===== src/rtl/pivc_pkg.sv =====
// Package: shared types, constants and saturation helper for the PI velocity controller.
`default_nettype none

package pivc_pkg;

    localparam int DataW   = 32;
    localparam int OpW     = 33;
    localparam int ProdW   = 66;
    localparam int SumW    = 35;
    localparam int CfgIdxW = 3;

    typedef enum logic [CfgIdxW-1:0] {
        REG_PROP_GAIN   = 3'd0,
        REG_INTEG_GAIN  = 3'd1,
        REG_SAMPLE_PER  = 3'd2,
        REG_OUT_LIMIT   = 3'd3,
        REG_INTEG_LIMIT = 3'd4,
        REG_FF_GAIN     = 3'd5,
        REG_AW_ALPHA    = 3'd6
    } cfg_reg_t;

    typedef enum logic [1:0] {
        SAT_NONE = 2'd0,
        SAT_HIGH = 2'd1,
        SAT_LOW  = 2'd2
    } sat_code_t;

    typedef enum logic [3:0] {
        ST_IDLE,
        ST_ERR,
        ST_MP,
        ST_MF,
        ST_MI,
        ST_PRE,
        ST_MT,
        ST_INC,
        ST_DES,
        ST_MD,
        ST_AW,
        ST_CLAMP,
        ST_OUT
    } state_t;

    localparam logic [31:0] ResetPropGain   = 32'd65536;
    localparam logic [31:0] ResetIntegGain  = 32'd0;
    localparam logic [31:0] ResetSamplePer  = 32'd429497;
    localparam logic [30:0] ResetOutLimit   = 31'd65536;
    localparam logic [30:0] ResetIntegLimit = 31'd196608;
    localparam logic [31:0] ResetFfGain     = 32'd0;
    localparam logic [31:0] ResetAwAlpha    = 32'd286331;

    // clamp a wide signed value into the signed 32-bit range
    function automatic logic signed [DataW-1:0] sat32(input logic signed [ProdW-1:0] v);
        logic signed [ProdW-1:0] max_v;
        logic signed [ProdW-1:0] min_v;
        max_v = ProdW'(signed'(32'sh7FFF_FFFF));
        min_v = ProdW'(signed'(32'sh8000_0000));
        if (v > max_v)
            sat32 = 32'sh7FFF_FFFF;
        else if (v < min_v)
            sat32 = 32'sh8000_0000;
        else
            sat32 = v[DataW-1:0];
    endfunction

endpackage

`default_nettype wire


===== src/rtl/pivc_mul.sv =====
// Shared signed multiplier with registered product.
`default_nettype none

module pivc_mul (
    input  wire logic                                  clk,
    input  wire logic signed [pivc_pkg::OpW-1:0]       op_a,
    input  wire logic signed [pivc_pkg::OpW-1:0]       op_b,
    output logic signed      [pivc_pkg::ProdW-1:0]     prod
);

    logic signed [pivc_pkg::ProdW-1:0] prod_reg;
    logic signed [pivc_pkg::ProdW-1:0] prod_next;

    assign prod_next = op_a * op_b;

    always_ff @(posedge clk)
    begin
        prod_reg <= prod_next;
    end

    assign prod = prod_reg;

endmodule

`default_nettype wire


===== src/rtl/pi_velocity_controller_antiwindup.sv =====
// Top level: PI velocity controller with conditional integration and back-calculation.
// Steps: error, P, FF and I-gain products, pre-output saturation check, integral step,
// back-calculation target, then, only when the pre-output saturates, a back-calculation
// multiply and integral update; integral clamp and output. One shared 33x33 multiplier.
// The input stays stalled while a sample is in work; a finished result waits in the
// output register. Reset (rst_n low, async) restores register defaults and zeroes the integral.
`default_nettype none

module pi_velocity_controller_antiwindup (
    input  wire logic                       clk,
    input  wire logic                       rst_n,
    // configuration write port
    input  wire logic                       cfg_wr_en,
    input  wire logic [pivc_pkg::CfgIdxW-1:0] cfg_index,
    input  wire logic [31:0]                cfg_data,
    // input channel
    input  wire logic                       in_valid,
    output logic                            in_stall,
    input  wire logic signed [31:0]         target_value,
    input  wire logic signed [31:0]         measured_value,
    input  wire logic                       clear_integral,
    // output channel
    output logic                            out_valid,
    input  wire logic                       out_stall,
    output logic signed [31:0]              drive_value,
    output logic [1:0]                      saturation_state
);

    // ------------------------------------------------------------------
    // configuration registers
    // ------------------------------------------------------------------
    logic        [31:0] prop_gain_reg;
    logic        [31:0] integ_gain_reg;
    logic        [31:0] sample_per_reg;
    logic        [30:0] out_limit_reg;
    logic        [30:0] integ_limit_reg;
    logic signed [31:0] ff_gain_reg;
    logic        [31:0] aw_alpha_reg;

    always_ff @(posedge clk or negedge rst_n)
    begin
        if (!rst_n)
        begin
            prop_gain_reg   <= pivc_pkg::ResetPropGain;
            integ_gain_reg  <= pivc_pkg::ResetIntegGain;
            sample_per_reg  <= pivc_pkg::ResetSamplePer;
            out_limit_reg   <= pivc_pkg::ResetOutLimit;
            integ_limit_reg <= pivc_pkg::ResetIntegLimit;
            ff_gain_reg     <= pivc_pkg::ResetFfGain;
            aw_alpha_reg    <= pivc_pkg::ResetAwAlpha;
        end
        else if (cfg_wr_en)
        begin
            unique case (pivc_pkg::cfg_reg_t'(cfg_index))
                pivc_pkg::REG_PROP_GAIN:   prop_gain_reg   <= cfg_data;
                pivc_pkg::REG_INTEG_GAIN:  integ_gain_reg  <= cfg_data;
                pivc_pkg::REG_SAMPLE_PER:  sample_per_reg  <= cfg_data;
                pivc_pkg::REG_OUT_LIMIT:   out_limit_reg   <= cfg_data[30:0];
                pivc_pkg::REG_INTEG_LIMIT: integ_limit_reg <= cfg_data[30:0];
                pivc_pkg::REG_FF_GAIN:     ff_gain_reg     <= cfg_data;
                pivc_pkg::REG_AW_ALPHA:    aw_alpha_reg    <= cfg_data;
                default: ;  // unmapped index: write dropped
            endcase
        end
    end

    // ------------------------------------------------------------------
    // datapath registers
    // ------------------------------------------------------------------
    pivc_pkg::state_t   state_reg, state_next;
    logic signed [31:0] target_reg, target_next;
    logic signed [31:0] meas_reg, meas_next;
    logic signed [31:0] err_reg, err_next;
    logic signed [31:0] p_reg, p_next;
    logic signed [31:0] ff_reg, ff_next;
    logic signed [31:0] t_reg, t_next;
    logic signed [31:0] des_reg, des_next;
    logic signed [31:0] integ_reg, integ_next;
    logic               high_reg, high_next;
    logic               low_reg, low_next;
    logic               out_valid_reg, out_valid_next;
    logic signed [31:0] drive_reg, drive_next;
    logic [1:0]         sat_reg, sat_next;

    // shared multiplier
    logic signed [pivc_pkg::OpW-1:0]   mul_a;
    logic signed [pivc_pkg::OpW-1:0]   mul_b;
    logic signed [pivc_pkg::ProdW-1:0] prod;

    pivc_mul u_mul (
        .clk  (clk),
        .op_a (mul_a),
        .op_b (mul_b),
        .prod (prod)
    );

    // limits as signed values
    logic signed [pivc_pkg::SumW-1:0] lim_pos;
    logic signed [pivc_pkg::SumW-1:0] lim_neg;
    logic signed [31:0]               ilim_pos;
    logic signed [31:0]               ilim_neg;

    assign lim_pos  = pivc_pkg::SumW'(signed'({1'b0, out_limit_reg}));
    assign lim_neg  = -lim_pos;
    assign ilim_pos = signed'({1'b0, integ_limit_reg});
    assign ilim_neg = -ilim_pos;

    // working sums
    logic signed [pivc_pkg::OpW-1:0]  diff_in;
    logic signed [pivc_pkg::SumW-1:0] sum_pif;       // p + integral + ff
    logic signed [pivc_pkg::SumW-1:0] des_raw;
    logic signed [pivc_pkg::SumW-1:0] des_minus_i;
    logic signed [pivc_pkg::ProdW-1:0] prod_q16;
    logic signed [pivc_pkg::ProdW-1:0] prod_q32;
    logic signed [pivc_pkg::ProdW-1:0] integ_plus;
    logic                             integ_hold;
    logic                             out_free;

    assign diff_in  = pivc_pkg::OpW'(target_reg) - pivc_pkg::OpW'(meas_reg);
    assign sum_pif  = pivc_pkg::SumW'(p_reg) + pivc_pkg::SumW'(integ_reg)
                    + pivc_pkg::SumW'(ff_reg);
    assign des_raw  = (high_reg ? lim_pos : lim_neg)
                    - pivc_pkg::SumW'(p_reg) - pivc_pkg::SumW'(ff_reg);
    assign des_minus_i = pivc_pkg::SumW'(des_reg) - pivc_pkg::SumW'(integ_reg);
    assign prod_q16 = prod >>> 16;                   // floor(x / 2^16)
    assign prod_q32 = prod >>> 32;                   // floor(x / 2^32)
    assign integ_plus = pivc_pkg::ProdW'(integ_reg) + prod_q32;
    // no integration while saturated and the error pushes deeper
    assign integ_hold = (high_reg && (err_reg > 32'sd0))
                     || (low_reg && (err_reg < 32'sd0));
    assign out_free = !out_valid_reg || !out_stall;

    // multiplier operand select
    always_comb
    begin
        mul_a = '0;
        mul_b = '0;
        unique case (state_reg)
            pivc_pkg::ST_MP:
            begin
                mul_a = signed'({1'b0, prop_gain_reg});
                mul_b = pivc_pkg::OpW'(err_reg);
            end
            pivc_pkg::ST_MF:
            begin
                mul_a = pivc_pkg::OpW'(ff_gain_reg);
                mul_b = pivc_pkg::OpW'(target_reg);
            end
            pivc_pkg::ST_MI:
            begin
                mul_a = signed'({1'b0, integ_gain_reg});
                mul_b = pivc_pkg::OpW'(err_reg);
            end
            pivc_pkg::ST_MT:
            begin
                mul_a = pivc_pkg::OpW'(t_reg);
                mul_b = signed'({1'b0, sample_per_reg});
            end
            pivc_pkg::ST_MD:
            begin
                mul_a = des_minus_i[pivc_pkg::OpW-1:0];   // |d| < 2^33
                mul_b = signed'({1'b0, aw_alpha_reg});
            end
            default: ;
        endcase
    end

    // sequencer: next state and datapath updates
    always_comb
    begin
        state_next     = state_reg;
        target_next    = target_reg;
        meas_next      = meas_reg;
        err_next       = err_reg;
        p_next         = p_reg;
        ff_next        = ff_reg;
        t_next         = t_reg;
        des_next       = des_reg;
        integ_next     = integ_reg;
        high_next      = high_reg;
        low_next       = low_reg;
        drive_next     = drive_reg;
        sat_next       = sat_reg;
        out_valid_next = out_valid_reg && out_stall;

        unique case (state_reg)
            pivc_pkg::ST_IDLE:
            begin
                if (in_valid)
                begin
                    target_next = target_value;
                    meas_next   = measured_value;
                    if (clear_integral)
                        integ_next = '0;
                    state_next = pivc_pkg::ST_ERR;
                end
            end
            pivc_pkg::ST_ERR:
            begin
                err_next   = pivc_pkg::sat32(pivc_pkg::ProdW'(diff_in));
                state_next = pivc_pkg::ST_MP;
            end
            pivc_pkg::ST_MP:
            begin
                state_next = pivc_pkg::ST_MF;
            end
            pivc_pkg::ST_MF:
            begin
                p_next     = pivc_pkg::sat32(prod_q16);
                state_next = pivc_pkg::ST_MI;
            end
            pivc_pkg::ST_MI:
            begin
                ff_next    = pivc_pkg::sat32(prod_q16);
                state_next = pivc_pkg::ST_PRE;
            end
            pivc_pkg::ST_PRE:
            begin
                t_next     = pivc_pkg::sat32(prod_q16);
                high_next  = sum_pif > lim_pos;
                low_next   = sum_pif < lim_neg;
                state_next = pivc_pkg::ST_MT;
            end
            pivc_pkg::ST_MT:
            begin
                state_next = pivc_pkg::ST_INC;
            end
            pivc_pkg::ST_INC:
            begin
                if (!integ_hold)
                    integ_next = pivc_pkg::sat32(integ_plus);
                state_next = pivc_pkg::ST_DES;
            end
            pivc_pkg::ST_DES:
            begin
                des_next = pivc_pkg::sat32(pivc_pkg::ProdW'(des_raw));
                if (high_reg || low_reg)
                    state_next = pivc_pkg::ST_MD;
                else
                    state_next = pivc_pkg::ST_CLAMP;
            end
            pivc_pkg::ST_MD:
            begin
                state_next = pivc_pkg::ST_AW;
            end
            pivc_pkg::ST_AW:
            begin
                integ_next = pivc_pkg::sat32(integ_plus);
                state_next = pivc_pkg::ST_CLAMP;
            end
            pivc_pkg::ST_CLAMP:
            begin
                if (integ_reg > ilim_pos)
                    integ_next = ilim_pos;
                else if (integ_reg < ilim_neg)
                    integ_next = ilim_neg;
                state_next = pivc_pkg::ST_OUT;
            end
            pivc_pkg::ST_OUT:
            begin
                // hold here until the output register can take the result
                if (out_free)
                begin
                    if (sum_pif > lim_pos)
                        drive_next = lim_pos[31:0];
                    else if (sum_pif < lim_neg)
                        drive_next = lim_neg[31:0];
                    else
                        drive_next = sum_pif[31:0];
                    if (high_reg)
                        sat_next = pivc_pkg::SAT_HIGH;
                    else if (low_reg)
                        sat_next = pivc_pkg::SAT_LOW;
                    else
                        sat_next = pivc_pkg::SAT_NONE;
                    out_valid_next = 1'b1;
                    state_next     = pivc_pkg::ST_IDLE;
                end
            end
            default:
            begin
                state_next = pivc_pkg::ST_IDLE;
            end
        endcase
    end

    // control state
    always_ff @(posedge clk or negedge rst_n)
    begin
        if (!rst_n)
        begin
            state_reg     <= pivc_pkg::ST_IDLE;
            out_valid_reg <= 1'b0;
            integ_reg     <= '0;
        end
        else
        begin
            state_reg     <= state_next;
            out_valid_reg <= out_valid_next;
            integ_reg     <= integ_next;
        end
    end

    // payload registers
    always_ff @(posedge clk)
    begin
        target_reg <= target_next;
        meas_reg   <= meas_next;
        err_reg    <= err_next;
        p_reg      <= p_next;
        ff_reg     <= ff_next;
        t_reg      <= t_next;
        des_reg    <= des_next;
        high_reg   <= high_next;
        low_reg    <= low_next;
        drive_reg  <= drive_next;
        sat_reg    <= sat_next;
    end

    assign in_stall         = (state_reg != pivc_pkg::ST_IDLE);
    assign out_valid        = out_valid_reg;
    assign drive_value      = drive_reg;
    assign saturation_state = sat_reg;

    // ------------------------------------------------------------------
    // assertions
    // ------------------------------------------------------------------
    a_busy_after_accept: assert property (@(posedge clk) disable iff (!rst_n)
        (in_valid && !in_stall) |=> (state_reg == pivc_pkg::ST_ERR))
        else $error("sequencer did not start after input transaction");

    a_result_from_out_step: assert property (@(posedge clk) disable iff (!rst_n)
        $rose(out_valid_reg) |-> ($past(state_reg) == pivc_pkg::ST_OUT))
        else $error("result posted outside the output step");

    a_sat_code_legal: assert property (@(posedge clk) disable iff (!rst_n)
        out_valid_reg |-> !(high_reg && low_reg) && (sat_reg != 2'd3))
        else $error("both saturation flags set");

endmodule

`default_nettype wire

===== config.mk =====
export PLATFORM = sky130hd
export DESIGN_NAME = pi_velocity_controller_antiwindup
export DESIGN_NICKNAME = d
export VERILOG_FILES = /design/src/rtl/pivc_pkg.sv /design/src/rtl/pivc_mul.sv /design/src/rtl/pi_velocity_controller_antiwindup.sv
export SDC_FILE = /design/constraint.sdc
export NUM_CORES = 2
export LEC_CHECK = 0
export BUFFER_PORTS_ARGS = -buffer_cell sky130_fd_sc_hd__buf_2
export CELL_PAD_IN_SITES_DETAIL_PLACEMENT = 2
export CELL_PAD_IN_SITES_GLOBAL_PLACEMENT = 2
export CORE_MARGIN = 2
export CORE_UTILIZATION = 45
export CTS_CLUSTER_SIZE = 20
export DETAILED_ROUTE_END_ITERATION = 7
export GPL_ROUTABILITY_DRIVEN = 1
export PLACE_DENSITY = 0.85
export SLEW_MARGIN = 25
export SYNTH_ARGS = -nofsm -noshare
export SYNTH_HDL_FRONTEND = slang
export SYNTH_SLANG_ARGS = --single-unit

===== constraint.sdc =====
create_clock -name clk -period 26.6 [get_ports clk]
set_input_delay 2.66 -clock clk [delete_from_list [all_inputs] [get_ports clk]]
set_output_delay 2.66 -clock clk [all_outputs]
set_load 0.05 [all_outputs]

* Yosys cells after proc, flatten, opt, wreduce, memory -nomap -nowiden *
Cells that the tools add are included.

operators by class
  multiplexer cells = 24
  magnitude comparators = 14
  multipliers = 1
  eq/ne operators = 23
  reductions and logical operators = 24
  $add $sub $neg = 9

operators with widths
  kind                  count
  $mux 32               12
  $pmux 33 s5           1
  $pmux 33 s4           1
  $pmux 32 s4           1
  $gt 35x32->1 const B  2
  $lt 35x32->1 const B  2
  $sub 35x32->35        2
  $mul 33x33->66        1
  $sub 32x32->33        2
  $pmux 4 s13           1
  $gt 50x32->1 const B  1
  $lt 50x32->1 const B  1
  $add 32x34->35        1
  $lt 34x35->1          1
  $mux 35               1
  $neg 31->35           1
  $add 33x32->34        1
  $gt 34x32->1          1
  $add 32x32->33        1
  $gt 33x32->1 const B  1
  $lt 33x32->1 const B  1
  $gt 32x1->1 const B   1
  $gt 32x32->1          1
  $lt 32x1->1 const B   1
  24 further kinds      56

word-level totals
  output and inout bits = 36
  input port bits = 105
  flip-flop bits (word level) = 585
  logic and storage cells = 118

* Logic depth before layout (Yosys ltp) *
  depth in word-level cells = 6
  gate-level depth with buffers = 43

* Hierarchy *
A second synthesis with hierarchy kept.

second synthesis, totals
  cell total of the unflattened synthesis = 7825
  area total of the unflattened synthesis = 76528.4 um2

modules (own cells, without submodules)
  module                             cells each  times used  area an instance (um2)
  pivc_mul                           4278        1           40097.2
  pi_velocity_controller_antiwindup  3547        1           36431.2

* Worst setup path after synthesis *
No wires, ideal clock.

  kind = register to register
  start = register state_reg[1]
  end = register u_mul.prod_reg (netlist bit u_mul.prod[62])
  setup slack = 15.595 ns
  library setup time = 0.072 ns
  data arrival time = 10.933 ns
  path buffers = 5
  cell stages (with the launch flop) = 36
  cell sequence = dfrtp_1 > clkbuf_1 > clkbuf_1 > nand2_1 > nor3_1 > clkbuf_1 > buf_1 > a222oi_1 > nand2_1 > clkbuf_1 > nand2_1 > fa_1 > fa_1 > inv_1 > fa_1 > inv_1 > fa_1 > inv_1 > fa_1 > fa_1 > fa_1 > inv_1 > fa_1 > inv_1 > ha_1 > a21o_1 > a21o_1 > a21o_1 > a21oi_1 > nor2b_1 > o21ai_0 > nand2_1 > a221o_1 > a41o_1 > a21oi_1 > xnor2_1

on the way
  word-level cells in the longest chain between the ends = 4

RTL lines
  item                                             line                                      source
  start: declaration                               pi_velocity_controller_antiwindup.sv:70   pivc_pkg::state_t state_reg, state_next;
  start signal: assignment                         pi_velocity_controller_antiwindup.sv:292  state_reg <= pivc_pkg::ST_IDLE;
  start signal: assignment                         pi_velocity_controller_antiwindup.sv:298  state_reg <= state_next;
  $eq 4x3->1 / $eq 4x2->1 (equally long branches)  pi_velocity_controller_antiwindup.sv:138  unique case (state_reg)
  $reduce_or 2->1 (no line)                        -
  $pmux 33 s4                                      pi_velocity_controller_antiwindup.sv:138
  $mul 33x33->66 (*)                               pivc_mul.sv:14                            assign prod_next = op_a * op_b;
  via u_mul.prod_next, one bit                     pivc_mul.sv:12                            logic signed [pivc_pkg::ProdW-1:0] prod_next;
  end signal: assignment                           pivc_mul.sv:18                            prod_reg <= prod_next;
  end: declaration                                 pivc_mul.sv:11                            logic signed [pivc_pkg::ProdW-1:0] prod_reg;

The timed path passes the listed nets; every way through them passes the cells marked *.
A chain may end at the register's enable or synchronous reset.

* Worst setup path after layout *
  start = register integ_reg[2]
  end = register u_mul.prod_reg (netlist bit u_mul.prod[62])

on the way
  word-level cells in the longest chain between the ends = 3

RTL lines
  item                          line                                      source
  start: declaration            pi_velocity_controller_antiwindup.sv:78   logic signed [31:0] integ_reg, integ_next;
  start signal: assignment      pi_velocity_controller_antiwindup.sv:300  integ_reg <= integ_next;
  $sub 32x32->33                pi_velocity_controller_antiwindup.sv:124  assign des_minus_i = pivc_pkg::SumW'(des_reg) - pivc_pkg::SumW'(integ_reg);
  $pmux 33 s5                   pi_velocity_controller_antiwindup.sv:138
  $mul 33x33->66                pivc_mul.sv:14
  via u_mul.prod_next, one bit  pivc_mul.sv:12

The timed path passes the listed nets, and every way through them passes these cells.

==> results.md <==
- Vias per Instance: 6.24
- Worst-margin pin slew: 1160 ps
- WP data required: 27160 ps
- H-tree depth: 3
- GRT overflow: 0
- Worst-skew pair later-pin latency: 690 ps
- Type of origin of the critical path: flop
- Top layer used by detailed routing: met5
- Fill cell count: 17504
- Slew Viols, Final: 0
- CTS Buf Count: 67
- Initial core utilization: 45.2%
- Worst-path clk slew: 60 ps
- Post-synth top area share: 32.3%
- Placement Setup Slack: 12830 ps
- I/O pins: 141
- Syn nets: 9860
- Met2 Wirelength: 163000 um
- Setup CP Type: flop to flop
- Post-CTS setup buffers: 0
- Status: complete, no violations
- Die footprint: 171000 um^2
- Synth cell count leaders: inv_1 (1493), fa_1 (1214), nand2_1 (1012)
- Post-layout minimum cycle time: 14190 ps
- Synth async-reset ratio: 45.5%
- Clk sink count: 569
- Critical path's slowest cell: fa_1
- Ys Warns: 0
- ANT nets after route: 0
- Setup_tns: 0 ps
- Mapped cell area: 75300 um^2
- CTS-repair resized insts: 0
- Routed wire length: 351000 um
- Arrival @ worst endpoint: 14750 ps
- # rows: 150
- First-pass GRT wire length: 510000 um
- Synthesized netlist cell count: 8034
- Met1 WL: 124000 um
- WHS Path Cells: 1
- Die Y: 413 um
- CTS root buffer: clkbuf_16
- Library cells used by synthesis: 85
- Area contributors post-synth: fa_1 (32%), edfxtp_1 (10%), ha_1 (8.4%), dfrtp_1 (7.7%), inv_1 (7.4%)
- Initial antenna violation count: 39
- Layout area overhead: 7.84%
- Flops & latches, synth: 569
- Final-report hold violation count: 0
- Top_reg_cell synth: edfxtp_1
- Count leader, synth: inv_1
- CTS tree: built
- Cts hold-fix bufs: 0
- Max reg flops: 50
- Path depth of the worst reg2reg path: 39
- Period utilization: 53.3%
- Detailed-router iteration count before antenna repair: 6
- # setup viols final: 0
- Critical path fanouts, max: 30
- Dpl hpwl: 268000 um
- Met3 WL: 31300 um
- RSZ-0062 raised after global routing: no
- WL/cell: 34.1 um
- Global-route usage over all layers: 41.5%
- Largest net degree at the start of global routing: 77
- Layout Skew: 42.5 ps
- Layout cells sized above 1: 8.87%
- Drt first-iter violations: 5400
- Cell taking the most area after synthesis: fa_1
- Vias in the first global route: 74549
- Cell mode on critical path: fa_1
- DRC errors left: 0
- Core area: 167000 um^2
- Routability cong.: 0.974
- FMAX: 0.0705 GHz
- Class of the worst hold path: flop to flop
- Sequential fraction of the synthesis area: 20.3%
- Kind of end point of the critical path: flop
- Maxcap violations: 0
- Die W: 413 um
- Final nets: 9858
- PnR worst setup slack: 12410 ps
- Post-synth EDFFs: 260
- Syn Area/Cell: 9.38 um^2
- Total number of vias: 64344
- CTS Buffer Depth: 3
- Worst rel slew slack: 22.1%
- Peak per-stage delay on the critical path: 880 ps
- IO buf count: 140
==> critical path: cells and delay by family (launching register included) <==
family | cells | cell delay, ps
AO/OA/AOI/OAI | 17 | 5490
XOR/XNOR | 1 | 150
adder cells (fa/ha/maj) | 10 | 5270
buffers and inverters | 7 | 2030
flip-flops | 1 | 470
AND/OR/NAND/NOR | 4 | 620
==> layout make-up <==
class                      instances  area (um^2)  area share (%)
multi-input combinational       5608        53500            65.8
clock buffer                     106         1950            2.41
timing repair buffer             292         1880            2.32
clock inverter                    18          199           0.245
sequential                       569        15300            18.9
tap                             2204         2760            3.39
inverter                        1494         5610            6.90
antenna                           17         42.5          0.0524
==> final timing paths <==
path	startpoint	endpoint	slack (ps)
worst min register to register	integ_gain_reg[31]$_DFFE_PN0P_	integ_gain_reg[31]$_DFFE_PN0P_	520
worst max register to register	integ_reg[2]$_DFFE_PN0P_	u_mul.prod[62]$_DFF_P_	12410
min in group asynchronous	rst_n	out_limit_reg[2]$_DFFE_PN0P_	1990
worst min-delay path	integ_gain_reg[31]$_DFFE_PN0P_	integ_gain_reg[31]$_DFFE_PN0P_	520
worst max-delay path	integ_reg[2]$_DFFE_PN0P_	u_mul.prod[62]$_DFF_P_	12410
max in group asynchronous	rst_n	sample_per_reg[6]$_DFFE_PN0P_	22650
==> kinds of logic after synthesis <==
family	count (synthesis)	share of synthesized area (%)
simple gates	2221	12.9
xor+xnor	311	3.63
compound gates	1123	9.72
mux	225	3.31
fa+ha+maj	1728	40.8
buf+inv	1857	9.28
flops	569	20.3
==> cells in the final DEF, fill, tap and decap left out, drive strengths merged, types with 35 or more instances in the layout <==
cell    Yosys  routed
nor4       35      35
xnor2     242     242
nand3      87      87
o21ai     231     231
xor2       69      69
dfrtp     232     232
mux2      195     195
ha        507     507
a21o      181     181
clkbuf    337     107
nor3       72      72
a21oi     311     311
buf        26     291
dfxtp      50      50
inv      1493    1496
nor2      651     651
nor2b      44      44
nand4      79      79
and2       44      44
nand2    1012    1012
fa       1214    1214
edfxtp    260     260
==> metal layers <==
| metal | vias up | global-route usage [%] |
|---|---|---|
| li1 | 25673 | - |
| met4 | 40 | 32.2 |
| met2 | 3279 | 66.2 |
| met1 | 33986 | 47.9 |
| met5 | - | 0 |
| met3 | 1366 | 10.4 |
==> per-stage QoR <==
stage	std cells	hold slack, ps	area, um^2	utilization [%]
CTS	10289	514	81100	48.7
global placement	10162	483	78900	47.3
floorplan	8034	424	75300	-
global route	10291	524	81200	48.7
detailed placement	10165	495	79000	47.4
finish	10308	517	81200	48.7
Power is left out: the tool's default activity adds up to more than one toggle a clock period on the data nets, which glitch-free logic cannot reach.
